`src/hdl/mrsd_pkg.sv`:
```
`default_nettype none
package mrsd_pkg;

   // field widths
   localparam int unsigned BYTE_W  = 8;
   localparam int unsigned DATA_W  = 7;
   localparam int unsigned CHAN_W  = 4;
   localparam int unsigned KIND_W  = 3;
   localparam int unsigned CTRL_W  = 7;

   // configuration register indexes
   localparam int unsigned CSR_ADDR_W = 3;
   localparam int unsigned CSR_DATA_W = 7;
   localparam logic [CSR_ADDR_W-1:0] CSR_OMNI_MODE       = 3'd0;
   localparam logic [CSR_ADDR_W-1:0] CSR_LISTEN_CHANNEL  = 3'd1;
   localparam logic [CSR_ADDR_W-1:0] CSR_WAVEFORM_CTRL   = 3'd2;
   localparam logic [CSR_ADDR_W-1:0] CSR_CUTOFF_CTRL     = 3'd3;
   localparam logic [CSR_ADDR_W-1:0] CSR_RESONANCE_CTRL  = 3'd4;

   // configuration reset values
   localparam logic              OMNI_RESET       = 1'b1;
   localparam logic [CHAN_W-1:0] LISTEN_RESET     = 4'd0;
   localparam logic [CTRL_W-1:0] WAVEFORM_RESET   = 7'd74;
   localparam logic [CTRL_W-1:0] CUTOFF_RESET     = 7'd71;
   localparam logic [CTRL_W-1:0] RESONANCE_RESET  = 7'd72;

   // status high nibbles
   localparam logic [3:0] STATUS_NOTE_OFF  = 4'h8;
   localparam logic [3:0] STATUS_NOTE_ON   = 4'h9;
   localparam logic [3:0] STATUS_CTRL      = 4'hB;
   localparam logic [3:0] STATUS_PROGRAM   = 4'hC;
   localparam logic [3:0] STATUS_PRESSURE  = 4'hD;
   localparam logic [3:0] STATUS_SYSTEM    = 4'hF;

   localparam logic [CTRL_W-1:0] CC_ALL_NOTES_OFF = 7'h7B;
   localparam logic [DATA_W-1:0] BAND_SQUARE      = 7'd43;
   localparam logic [DATA_W-1:0] BAND_TRIANGLE    = 7'd85;

   localparam logic [DATA_W-1:0] WAVE_SAW   = 7'd0;
   localparam logic [DATA_W-1:0] WAVE_PULSE = 7'd1;
   localparam logic [DATA_W-1:0] WAVE_TRI   = 7'd2;

   typedef enum logic [KIND_W-1:0] {
      KIND_NOTE_OFF  = 3'd0,
      KIND_NOTE_ON   = 3'd1,
      KIND_WAVEFORM  = 3'd2,
      KIND_CUTOFF    = 3'd3,
      KIND_RESONANCE = 3'd4,
      KIND_ALL_OFF   = 3'd5
   } event_kind_type;

   // lowest bits first: kind, channel, note, value
   typedef struct packed {
      logic [DATA_W-1:0] value;
      logic [DATA_W-1:0] note;
      logic [CHAN_W-1:0] chan;
      event_kind_type    kind;
   } event_type;

   localparam int unsigned EVENT_W  = $bits(event_type);
   localparam int unsigned RSP_W    = ((EVENT_W + 7) / 8) * 8;

endpackage
`default_nettype wire

```
`src/hdl/midi_running_status_decoder.sv`:
```
`default_nettype none
// channel   | dir | handshake            | payload
// req       | in  | req_tvalid/tready    | tdata[7:0] midi_byte
// rsp       | out | rsp_tvalid/tready    | tdata kind, channel, note, value
// csr       | in  | csr_we, no wait      | csr_addr index, csr_wdata value
//
// one byte per cycle sustained unless a result stalls: a byte is captured in the
// input register, decoded combinationally against the running status, and any
// event lands in the result register, which decouples the two sides
// bytes that give no event drain even while a result is stalled
// a byte that gives an event waits in the input register while the result stalls
// reset clears running status, data count and valid flags and restores default config
module midi_running_status_decoder (
   input  wire logic                              clock,
   input  wire logic                              reset,
   // slave stream
   input  wire logic                              req_tvalid,
   output logic                                   req_tready,
   input  wire logic [7:0]                        req_tdata,  // [7:0] midi_byte
   // master stream
   output logic                                   rsp_tvalid,
   input  wire logic                              rsp_tready,
   // [2:0] event_kind, [6:3] event_channel, [13:7] note_number,
   // [20:14] event_value, [23:21] zero
   output logic [mrsd_pkg::RSP_W-1:0]             rsp_tdata,
   // configuration writes
   input  wire logic                              csr_we,
   input  wire logic [mrsd_pkg::CSR_ADDR_W-1:0]   csr_addr,
   input  wire logic [mrsd_pkg::CSR_DATA_W-1:0]   csr_wdata
);

   // configuration registers
   logic                              omni_ff;
   logic [mrsd_pkg::CHAN_W-1:0]       listen_ff;
   logic [mrsd_pkg::CTRL_W-1:0]       wave_cc_ff;
   logic [mrsd_pkg::CTRL_W-1:0]       cutoff_cc_ff;
   logic [mrsd_pkg::CTRL_W-1:0]       reso_cc_ff;

   // input register
   logic                              in_valid_ff;
   logic [mrsd_pkg::BYTE_W-1:0]       in_byte_ff;

   // parser state
   logic [mrsd_pkg::BYTE_W-1:0]       status_ff, status_in;
   logic [mrsd_pkg::DATA_W-1:0]       first_ff, first_in;
   logic                              count_ff, count_in;   // one data byte held
   logic                              two_ff, two_in;       // message needs two bytes

   // result register
   logic                              out_valid_ff;
   mrsd_pkg::event_type               evt_ff, evt_in;

   logic                              fire;       // decoded byte gives an event
   logic                              decode_en;  // message completes this byte
   logic [mrsd_pkg::DATA_W-1:0]       d0, d1;
   logic                              chan_ok;
   logic                              advance;

   // a byte moves on when the result slot is free or it brings no event
   assign advance    = in_valid_ff && (!out_valid_ff || rsp_tready || !fire);
   assign req_tready = !in_valid_ff || advance;

   assign rsp_tvalid = out_valid_ff;
   assign rsp_tdata  = {{(mrsd_pkg::RSP_W - mrsd_pkg::EVENT_W){1'b0}}, evt_ff};

   assign chan_ok = omni_ff || (status_ff[3:0] == listen_ff);

   // running status bookkeeping
   always_comb begin
      status_in = status_ff;
      first_in  = first_ff;
      count_in  = count_ff;
      two_in    = two_ff;
      decode_en = 1'b0;
      d0        = '0;
      d1        = '0;
      if (in_byte_ff[7]) begin
         // system bytes leave everything alone
         if (in_byte_ff[7:4] != mrsd_pkg::STATUS_SYSTEM) begin
            status_in = in_byte_ff;
            count_in  = 1'b0;
            two_in    = !((in_byte_ff[7:4] == mrsd_pkg::STATUS_PROGRAM) ||
                          (in_byte_ff[7:4] == mrsd_pkg::STATUS_PRESSURE));
         end
      end else if (status_ff != '0) begin
         if (!count_ff) begin
            first_in = in_byte_ff[6:0];
            if (two_ff) begin
               count_in = 1'b1;
            end else begin
               decode_en = 1'b1;
               d0        = in_byte_ff[6:0];
            end
         end else begin
            count_in  = 1'b0;
            decode_en = 1'b1;
            d0        = first_ff;
            d1        = in_byte_ff[6:0];
         end
      end
   end

   // message to event
   always_comb begin
      fire        = 1'b0;
      evt_in      = '0;
      evt_in.chan = status_ff[3:0];
      evt_in.kind = mrsd_pkg::KIND_NOTE_OFF;
      unique case (status_ff[7:4])
         mrsd_pkg::STATUS_NOTE_ON: begin
            fire        = 1'b1;
            evt_in.note = d0;
            evt_in.value = d1;
            // zero velocity counts as release
            evt_in.kind = (d1 == '0) ? mrsd_pkg::KIND_NOTE_OFF : mrsd_pkg::KIND_NOTE_ON;
         end
         mrsd_pkg::STATUS_NOTE_OFF: begin
            fire         = 1'b1;
            evt_in.note  = d0;
            evt_in.value = d1;
            evt_in.kind  = mrsd_pkg::KIND_NOTE_OFF;
         end
         mrsd_pkg::STATUS_CTRL: begin
            // waveform wins over cutoff over resonance over all-notes-off
            if (d0 == wave_cc_ff) begin
               fire        = 1'b1;
               evt_in.kind = mrsd_pkg::KIND_WAVEFORM;
               if (d1 < mrsd_pkg::BAND_SQUARE) begin
                  evt_in.value = mrsd_pkg::WAVE_SAW;
               end else if (d1 < mrsd_pkg::BAND_TRIANGLE) begin
                  evt_in.value = mrsd_pkg::WAVE_PULSE;
               end else begin
                  evt_in.value = mrsd_pkg::WAVE_TRI;
               end
            end else if (d0 == cutoff_cc_ff) begin
               fire         = 1'b1;
               evt_in.kind  = mrsd_pkg::KIND_CUTOFF;
               evt_in.value = d1;
            end else if (d0 == reso_cc_ff) begin
               fire         = 1'b1;
               evt_in.kind  = mrsd_pkg::KIND_RESONANCE;
               evt_in.value = d1;
            end else if (d0 == mrsd_pkg::CC_ALL_NOTES_OFF) begin
               fire        = 1'b1;
               evt_in.kind = mrsd_pkg::KIND_ALL_OFF;
            end
         end
         default: begin
            fire = 1'b0;
         end
      endcase
      // no event unless a message completes on an accepted channel
      if (!decode_en || !chan_ok) begin
         fire = 1'b0;
      end
   end

   // configuration
   always_ff @(posedge clock) begin
      if (reset) begin
         omni_ff      <= mrsd_pkg::OMNI_RESET;
         listen_ff    <= mrsd_pkg::LISTEN_RESET;
         wave_cc_ff   <= mrsd_pkg::WAVEFORM_RESET;
         cutoff_cc_ff <= mrsd_pkg::CUTOFF_RESET;
         reso_cc_ff   <= mrsd_pkg::RESONANCE_RESET;
      end else if (csr_we) begin
         unique case (csr_addr)
            mrsd_pkg::CSR_OMNI_MODE:      omni_ff      <= csr_wdata[0];
            mrsd_pkg::CSR_LISTEN_CHANNEL: listen_ff    <= csr_wdata[mrsd_pkg::CHAN_W-1:0];
            mrsd_pkg::CSR_WAVEFORM_CTRL:  wave_cc_ff   <= csr_wdata;
            mrsd_pkg::CSR_CUTOFF_CTRL:    cutoff_cc_ff <= csr_wdata;
            mrsd_pkg::CSR_RESONANCE_CTRL: reso_cc_ff   <= csr_wdata;
            default: ;  // unused indexes ignored
         endcase
      end
   end

   // input register, parser state and result register
   always_ff @(posedge clock) begin
      if (reset) begin
         in_valid_ff  <= 1'b0;
         out_valid_ff <= 1'b0;
         status_ff    <= '0;
         first_ff     <= '0;
         count_ff     <= 1'b0;
         two_ff       <= 1'b0;
      end else begin
         if (req_tready) begin
            in_valid_ff <= req_tvalid;
         end
         if (rsp_tready) begin
            out_valid_ff <= 1'b0;
         end
         if (advance) begin
            status_ff <= status_in;
            first_ff  <= first_in;
            count_ff  <= count_in;
            two_ff    <= two_in;
            if (fire) begin
               out_valid_ff <= 1'b1;
            end
         end
      end
   end

   // payload registers
   always_ff @(posedge clock) begin
      if (req_tready && req_tvalid) begin
         in_byte_ff <= req_tdata;
      end
      if (advance && fire) begin
         evt_ff <= evt_in;
      end
   end

endmodule
`default_nettype wire

```
`config.mk`:
```
export PLATFORM = sky130hd
export DESIGN_NAME = midi_running_status_decoder
export DESIGN_NICKNAME = d
export VERILOG_FILES = /design/src/hdl/mrsd_pkg.sv /design/src/hdl/midi_running_status_decoder.sv
export SDC_FILE = /design/constraint.sdc
export NUM_CORES = 1
export LEC_CHECK = 0
export BUFFER_PORTS_ARGS = -buffer_cell sky130_fd_sc_hd__buf_2
export CAP_MARGIN = 5
export CORE_MARGIN = 10
export CORE_UTILIZATION = 55
export DETAILED_ROUTE_END_ITERATION = 10
export PLACE_DENSITY = 0.83
export SKIP_LAST_GASP = 1
export SYNTH_ARGS = -nofsm -noshare
export SYNTH_HDL_FRONTEND = slang
export SYNTH_SLANG_ARGS = --single-unit
```
`constraint.sdc`:
```
create_clock -name clock -period 10.55 [get_ports clock]
set_clock_uncertainty 0.05 [all_clocks]
set_input_delay 3.165 -clock clock [delete_from_list [all_inputs] [get_ports clock]]
set_output_delay 3.165 -clock clock [all_outputs]
set_load 0.02 [all_outputs]
```
# [Word-level counts from Yosys, hierarchy flattened]
# Index checks and enable logic that the tools add are counted.
[totals] ff_bits=74 out_inout_bits=26 wordCells=101
[classes] n_lt_le_gt_ge=2 eq_ne=16 n_mux=37 bitwise_logic=2 n_reduce_logical=28
[ops] operator="$mux W7" count=10
[ops] operator="$eq A7 B7 Y1" count=3
[ops] operator="$eq A4 B4 Y1 const B" count=5
[ops] operator="$mux W1" count=18
[ops] operator="$pmux W7 S2" count=1
[ops] operator="$mux W3" count=4
[ops] operator="$reduce_and A2 Y1" count=5
[ops] operator="$reduce_bool A8 Y1" count=1
[ops] operator="$eq A7 B7 Y1 const B" count=1
[ops] operator="$logic_not A7 Y1" count=1
[ops] operator="$lt A7 B6 Y1 const B" count=1
[ops] operator="$lt A7 B7 Y1 const B" count=1
[ops] operator="$eq A3 B2 Y1 const B" count=2
[ops] operator="$logic_not A1 Y1" count=6
[ops] operator="$logic_or A1 B1 Y1" count=6
[ops] operator="$pmux W3 S2" count=1
[ops] operator="$reduce_and A3 Y1" count=2
[ops] operator="$eq A4 B4 Y1" count=1
[ops] operator="$mux W2" count=2
[ops] operator="$ne A4 B4 Y1 const B" count=1
[ops] operator="$reduce_and A4 Y1" count=1
[ops] operator="$eq A3 B1 Y1 const B" count=1
[ops] operator="$eq A3 B3 Y1 const B" count=1
[ops] operator="$logic_and A1 B1 Y1" count=3
[ops] operator="6 further kinds" count=7

# [Longest topological paths before layout]
# Gate-level depths: netlist of run 1.
[depth] word_depth=16 depth_mapped=14 depth_no_buf=9

# [Worst setup path after synthesis of run 1]
# Ideal clock, no wire load.
[synth_timing] path_kind="input to output" startpoint="in rsp_tready" endpoint="out req_tready" t_arrival_ns=3.558 required_ns=7.335 setup_slack_ns=3.777 cell_stages=2 path_buffers=0 path_cell_list="nor2b_1 nand4_1"
[synth_between] elab_chain_cells=4
[synth_rtl] element="from (decl)" line="midi_running_status_decoder.sv:22" rtl="input wire logic rsp_tready,"
[synth_rtl] element="$logic_or A1 B1 Y1 (2 in a row)" line="midi_running_status_decoder.sv:60" rtl="assign advance = in_valid_ff && (!out_valid_ff || rsp_tready || !fire);"
[synth_rtl] element="$logic_and A1 B1 Y1" line="midi_running_status_decoder.sv:60"
[synth_rtl] element="$logic_or A1 B1 Y1" line="midi_running_status_decoder.sv:61" rtl="assign req_tready = !in_valid_ff || advance;"
[synth_rtl] element="to (decl)" line="midi_running_status_decoder.sv:18" rtl="output logic req_tready,"
# Every way passes these cells.

# [Final worst setup path of run 1]
# Same ends and word-level chain as after synthesis.

==> metrics.yaml, run 1 <==
dp_hpwl_mm: 6.00
synth_top_cell_by_area: "dfxtp_1"
synth_top_area_share_pct: 24.0
synth_edf_count: 29
finalPower_mw: 0.603
busiest_layer: "met2"
crit_arrival_ps: 3800
clkTransAtPathRegs_ps: 70
cpMostUsedCell: "buf_2"
rows: 30
overflow: 0
post_drt_via_cell_ratio: 5.93
die-area_um2: 10500
synth_area_leaders: "dfxtp_1 24%, edfxtp_1 23%, mux2i_1 4.8%, nand2_1 3.8%, nor2_1 3.3%"
hold_viol_final: 0
cp.depth: 4
fin_setup_tns_ps: 0
grt_pass1_vias: 2801
antenna_found_initial: 0
synth_compound_area_share_pct: 15.3
drc: 0
r2r_start: "count_ff"
path_delay_family: "simple AND/OR/NAND/NOR gates"
drt-initial-drc-count: 230
netlist_area_um2: 3750
finalNetCount: 429
cap_viol_max_count: 0
yosys.cell_types.count: 66
worstPathMaxFanout: 3
start_kind: "primary input"
place_congestion: 0.916
tightestPinTransition_ps: 1040
drtPass1Iterations: 5
setup_viol: 0
setup_slack_ps: 3530
yosysSeqAreaShare_pct: 47.2
grt_use_met2_pct: 27.8
path_class: "primary input to output pin"
antenna_cells: 0
htree_levels: 3
hold_class: "flop to flop"
clk_path_buf_depth: 2
area_growth_pct: 10.4
synth-xor-area-share_pct: 3.00
endpoint: "req_tready"
r2r-end: "rsp_tdata[13]"
ys_ff_latch: 74
cp.required_ps: 7340
ant_nets: 0
die_h_um: 103
crit_start: "rsp_tready"
synth_mux_area_share_pct: 6.47
critPathBufInv: 2
p_leak_nw: 1.48
ys_async_sr_fraction_pct: 0
ir_drop_v: 0.0000770
postCtsResizedCells: 0
synth_top_family_by_area: "simple AND/OR/NAND/NOR gates"
layout_common_cells: "45 x dfxtp_1, 45 x buf_2, 38 x nand2_1"
yosys_warnings: 0
ctsRootBufferMaster: "clkbuf_8"
detail_route.wl_per_cell_um: 17.1
worst-r2r-setup-slack_ps: 6110
grt_use_met3_pct: 3.89
final_layout_size_suffix_gt1_share_pct: 21.7
rsz0062_at_grt: "no"
totalWireLength_mm: 8.38
track_usage_pct: 16.8
cts.sinks: 74
synthSimpleGateAreaFrac_pct: 23.4
postSynthCellCount: 373
status: "complete, no violations"
dpl_worst_slack_ps: 3520
power.density_nw_per_um2: 146
fin_area_um2: 4140
synthAdderAreaFrac_pct: 0
finalCriticalPeriod_ps: 7020
cts_tree: "done"
grt_max_degree: 46
grt_pass1_wl_mm: 13.8
relSlewSlack_pct: 30.3
ys.flop_type: "dfxtp_1"
clkLatencyLatePin_ps: 350
reg2regPathDepth: 9
portBuffers: 45
cpPeakStageDelay_ps: 200
die_w_um: 103
placeableCoreArea_um2: 6720
slowest_stage: "buf_2"
pin_count: 49
path_cells: "buf_2 -> nor2b_1 -> nand4_1 -> buf_2"
vias: 2913
initial_core_util_pct: 55.8
avgSynthCellArea_um2: 10.1
use_met1_pct: 20.1
cp-end-kind: "output pin"
fillers: 557
final_max_slew_viol_count: 0
fin_crit_sh_pct: 66.5
holdWs_ps: 430
place_area_um2: 3930
fmax_mhz: 142
cts_hold_buf: 0
cts_setup_buffers: 0
numCtsBuffers: 9
## routing by layer
layer | part of all wire [%] | wire length (µm) | up-vias
li1 | - | - | 1410
met4 | 1.7 | 143 | 0
met5 | 0 | 0 | -
met2 | 50 | 4220 | 70
met1 | 43 | 3620 | 1420
met3 | 4.8 | 403 | 13
## where the power goes
part | switching [mW] | leakage (nW) | internal (mW)
clock network | 0.101 | 0.107 | 0.133
registers | 0.0102 | 0.628 | 0.303
logic | 0.0324 | 0.742 | 0.0229
total | 0.144 | 1.48 | 0.459
## state kept, by name (all words and copies together), names as in the netlist, 4 cells and up
register      flops
wave_cc_ff        7
status_ff         8
first_ff          7
rsp_tdata        21
reso_cc_ff        7
listen_ff         4
cutoff_cc_ff      7
in_byte_ff        8
## stage by stage
stage | utilization (%) | instances
after floorplan | - | 375
after global placement | 58.5 | 475
after detailed placement | 58.5 | 475
after CTS | 61.6 | 491
after global routing | 61.6 | 491
final | 61.6 | 491
## tightest hold or removal path, cell delays in order, from the launching register on
cell and delay, ps:
dfxtp_1 330, nand2_1 60, a21oi_1 50
## cells in the mapped netlist (6+ instances only)
cell / count
nand2_1: 38
mux2i_1: 18
a21oi_2: 8
nor2_1: 33
and2_1: 6
or3_1: 8
clkbuf_1: 11
a21oi_1: 20
o21ai_0: 9
edfxtp_1: 29
dfxtp_1: 45
nand3b_1: 7
o21ai_1: 8
nand3_1: 7
nor2b_1: 10
nor3_1: 8
xor2_1: 6
## worst min-delay path by stage
stage                     from               to  cells after the start
3_5_place_dp     reso_cc_ff[2]    reso_cc_ff[2]                      2
5_1_grt          reso_cc_ff[2]    reso_cc_ff[2]                      2
6_report         reso_cc_ff[5]    reso_cc_ff[5]                      2
3_3_place_gp     reso_cc_ff[2]    reso_cc_ff[2]                      2
2_1_floorplan  cutoff_cc_ff[3]  cutoff_cc_ff[3]                      2
4_1_cts          reso_cc_ff[2]    reso_cc_ff[2]                      2
## logic make-up after synthesis
family	Yosys count
multiplexers	22
AND/OR/NAND/NOR	154
other	1
AO/OA/AOI/OAI	81
XOR/XNOR	12
buffers and inverters	29
flip-flops	74
## cell type report
class | count | area [µm²] | share of cell area [%]
tap | 80 | 100 | 2.42
inverter | 4 | 15.0 | 0.363
clock inverter | 5 | 78.8 | 1.90
sequential | 74 | 1770 | 42.8
timing repair buffer | 45 | 225 | 5.44
multi-input combinational | 272 | 1820 | 43.9
clock buffer | 11 | 131 | 3.17
Power figures use the tool's default switching activity.
==> run 2: changes to the inputs <==
CORE_UTILIZATION = 52   (was 55)
PLACE_DENSITY = 0.82   (was 0.83)
clock period = 6.15 ns   (was 10.55 ns; I/O delays follow)
==> run 2 against run 1 <==
Compared with the run above: sequential share of layout area down 0.36 points; sequential power up 72%; register-to-register slack worse by 4300 ps; first-iteration DRC count up 5.2%; hold slack worse by 6.2 ps; combinational power up 70%; count of clock-buffer cells in the layout down 2; utilization down 1.2 points; critical endpoint unchanged; largest power group unchanged; highest routed layer unchanged.
==> metrics.yaml, run 2 (synthesis gave the netlist of run 1 again) <==
die-area_um2: 11000
cts_tree: "done"
finalNonFillerCells: 507
p_leak_nw: 1.48
final_max_slew_viol_count: 0
grt_pass1_wl_mm: 13.7
grt_pass1_vias: 2745
setup_viol: 0
drc: 0
die_h_um: 105
hold_viol_final: 0
finalNetCount: 429
layout_common_cells: "45 x dfxtp_1, 45 x buf_2, 38 x nand2_1"
status: "complete, no violations"
overflow: 0
start_kind: "flop"
ant_nets: 0
ir_drop_v: 0.000140
initial_core_util_pct: 54.3
clk_path_buf_depth: 2
cts_setup_buffers: 0
rows: 30
fin_setup_tns_ps: 0
antenna_found_initial: 0
clkTransAtPathRegs_ps: 70
cp-end-kind: "output pin"
totalWireLength_mm: 8.41
cp.required_ps: 4260
placeableCoreArea_um2: 6910
grt_max_degree: 46
finalCriticalPeriod_ps: 5570
place_congestion: 0.919
detail_route.wl_per_cell_um: 16.6
regArea_um2: 1770
portBuffers: 45
path_class: "flop to output pin"
fillers: 608
htree_levels: 3
drt-initial-drc-count: 242
vias: 2869
pin_count: 49
hold_class: "flop to flop"
cts_hold_buf: 0
rsz0062_at_grt: "no"
cts.sinks: 74
post_drt_via_cell_ratio: 5.66
relSlewSlack_pct: 30.7
track_usage_pct: 15.3
numPlacedInstances: 491
largest_reg_flops: 21
final_layout_size_suffix_gt1_share_pct: 22.1
die_w_um: 105
fmax_mhz: 179
numCtsBuffers: 9
power.density_nw_per_um2: 252
ctsRootBufferMaster: "clkbuf_8"
worstPathMaxFanout: 24
area_growth_pct: 11.4
drtPass1Iterations: 4
multi_input_area_um2: 1820
fin_crit_sh_pct: 90.6
cap_viol_max_count: 0
postCtsResizedCells: 0
crit_arrival_ps: 3680
tightestPinTransition_ps: 1040
clkLatencyLatePin_ps: 360
antenna_cells: 0
dp_hpwl_mm: 6.12
==> run 2: changes by cell type in the layout (fill, tap and decap cells not counted), sizes merged <==
| cell | previous run | this run |
|---|---|---|
| inv | 4 | 6 |
| clkinv | 3 | 1 |
| clkinvlp | 0 | 2 |
| clkbuf | 11 | 9 |
==> run 2: metrics by stage <==
stage / util [%] / hold WS (ps) / total power, mW / cell area, µm² / setup WS, ps
after global routing: 60.5 / 458 / 1.09 / 4180 / 190
after floorplan: - / 391 / 0.618 / 3760 / 1870
final: 60.5 / 424 / 1.05 / 4180 / 576
after CTS: 60.5 / 425 / 1.06 / 4180 / 604
after global placement: 57.2 / 411 / 0.639 / 3950 / 1100
after detailed placement: 57.2 / 414 / 0.641 / 3950 / 998
==> run 2: worst max-delay path, stage by stage (launching register included) <==
cell and delay (ps):
dfxtp_1 950, nor2b_2 220, a211o_1 570, o21ai_0 270, o2111ai_1 130, or4_4 460, a21bo_1 220, nand3_1 120
nand4_1 160, buf_2 210
==> run 2: per-layer routing <==
| layer | vias to the layer above | track usage, % | wire (µm) |
|---|---|---|---|
| met5 | - | 0 | 0 |
| met4 | 0 | 8.33 | 151 |
| met3 | 11 | 4.18 | 648 |
| met2 | 98 | 23.7 | 4040 |
| met1 | 1346 | 18.8 | 3570 |
| li1 | 1414 | - | - |
==> run 2: where the power goes <==
part           switching, mW  internal [mW]  total (mW)
clock network          0.191          0.231       0.422
registers             0.0178          0.519       0.537
logic                 0.0548         0.0393      0.0941
==> run 2: cell type report <==
cell class / instances / share of cell area, %
multi-input combinational: 272 / 43.6
sequential: 74 / 42.4
timing repair buffer: 45 / 5.39
clock buffer: 9 / 2.97
tap: 96 / 2.88
clock inverter: 7 / 2.43
inverter: 4 / 0.359
==> run 2: path summary, 6_finish.rpt <==
kind	start	to	slack, ps	cells past startpoint
setup reg to reg	count_ff	rsp_tdata[11]	1830	9
hold reg to reg	reso_cc_ff[5]	reso_cc_ff[5]	420	2
setup / recovery	count_ff	req_tready	580	9
hold / removal	reso_cc_ff[5]	reso_cc_ff[5]	420	2
==> run 3: changes to the inputs <==
CORE_MARGIN = unset   (was 10)
SLEW_MARGIN = 20   (was unset)
==> run 3 against run 2 <==
Compared with the run above: die area decreased by 31%; count of clock-buffer cells in the layout increased by 2; global-route usage increased by 8.4 points; design area increased by 0.12%; clock power decreased by 1%; first-iteration DRC count increased by 2.1%; maximum frequency decreased by 0.51%; utilization increased by 0.40 points; hold slack improved by 7.2 ps; cell count unchanged; non-clock buffer count unchanged; largest cell class unchanged.
==> metrics.yaml, run 3 (synthesis gave the netlist of run 1 again) <==
hold_viol_final: 0
worstPathMaxFanout: 24
ir_drop_v: 0.000156
antenna_cells: 0
cp.required_ps: 4260
overflow: 0
status: "complete, no violations"
final_max_slew_viol_count: 0
final_layout_size_suffix_gt1_share_pct: 22.1
setup_viol: 0
path_class: "flop to output pin"
drt-initial-drc-count: 247
dpl_worst_slack_ps: 965
die_w_um: 86.9
start_kind: "flop"
die_h_um: 86.9
vias: 2956
swShare_pct: 24.2
clkPwrFrac_pct: 39.7
post_drt_via_cell_ratio: 5.83
relSlewSlack_pct: 29.1
place_congestion: 0.936
htree_levels: 3
portBuffers: 45
power.density_nw_per_um2: 251
postCtsResizedCells: 0
p_sw_mw: 0.254
layout_common_cells: "45 x dfxtp_1, 45 x buf_2, 38 x nand2_1"
track_usage_pct: 23.6
fillers: 560
detail_route.wl_per_cell_um: 16.3
cp-end-kind: "output pin"
post-route-util_pct: 60.9
die-area_um2: 7560
clkLatencyLatePin_ps: 350
finalNetCount: 429
rows: 30
tightestPinTransition_ps: 1060
placeableCoreArea_um2: 6870
area_growth_pct: 11.5
grt_max_degree: 46
clkTransAtPathRegs_ps: 70
numCtsBuffers: 9
cts_hold_buf: 0
numPlacedInstances: 491
pwr-share-seq_pct: 51.3
initial_core_util_pct: 54.6
finalNonFillerCells: 507
clk_path_buf_depth: 2
ant_nets: 0
cts_tree: "done"
finalCriticalPeriod_ps: 5600
hold_class: "flop to flop"
fmax_mhz: 178
fin_crit_sh_pct: 91.1
cap_viol_max_count: 0
setup_slack_ps: 548
dp_hpwl_mm: 5.88
largest_reg_flops: 21
drtPass1Iterations: 5
grt_pass1_wl_mm: 13.4
cts.sinks: 74
pwr-share-comb_pct: 9.0
cts_setup_buffers: 0
fin_setup_tns_ps: 0
pin_count: 49
rsz0062_at_grt: "no"
grt_pass1_vias: 2747
ctsRootBufferMaster: "clkbuf_8"
drc: 0
totalWireLength_mm: 8.28
p_leak_nw: 1.48
antenna_found_initial: 0
crit_arrival_ps: 3710
internal_power_mw: 0.794
## run 3: through the flow
stage / area, µm² / hold slack, ps / power [mW]
finish: 4180 / 431 / 1.05
global route: 4180 / 447 / 1.09
CTS: 4180 / 431 / 1.05
detailed placement: 3950 / 421 / 0.641
global placement: 3950 / 416 / 0.638
floorplan: 3760 / 391 / 0.618
## run 3: area by class of cell
class | instances | area (µm²) | share of cell area [%]
timing repair buffer | 45 | 225 | 5.39
clock buffer | 11 | 174 | 4.16
sequential | 74 | 1770 | 42.4
tap | 96 | 120 | 2.87
inverter | 4 | 15.0 | 0.359
clock inverter | 5 | 56.3 | 1.35
multi-input combinational | 272 | 1820 | 43.5
## run 3: metal layers
| metal | wire, µm | up-vias | track usage, % |
|---|---|---|---|
| li1 | - | 1411 | - |
| met1 | 3540 | 1409 | 30.7 |
| met2 | 4090 | 120 | 38.3 |
| met3 | 493 | 16 | 4.93 |
| met4 | 159 | 0 | 10.0 |
| met5 | 0 | - | 0.699 |
## run 3: worst paths after layout
| kind | startpoint | to | slack [ps] | depth (start not counted) |
|---|---|---|---|---|
| setup / recovery | count_ff | req_tready | 550 | 9 |
| hold / removal | reso_cc_ff[2] | reso_cc_ff[2] | 430 | 2 |
| hold reg to reg | reso_cc_ff[2] | reso_cc_ff[2] | 430 | 2 |
| setup reg to reg | count_ff | rsp_tdata[13] | 1770 | 9 |
## run 3: critical path, cell delays in order (launching register included)
cell     delay, ps
dfxtp_1        960
nor2b_2        220
a211o_1        580
o21ai_0        260
nand4_1        120
nor4_1         540
o21ai_2        160
nand3_1        150
nand4_1        160
buf_2          200
## run 3: power by group through the flow
stage	logic [mW]	clock network [mW]	registers, mW
final	0.0946	0.416	0.537
after global routing	0.105	0.447	0.539
after CTS	0.0939	0.423	0.537
after detailed placement	0.0933	0	0.548
after global placement	0.0902	0	0.547
after floorplan	0.0790	0	0.539
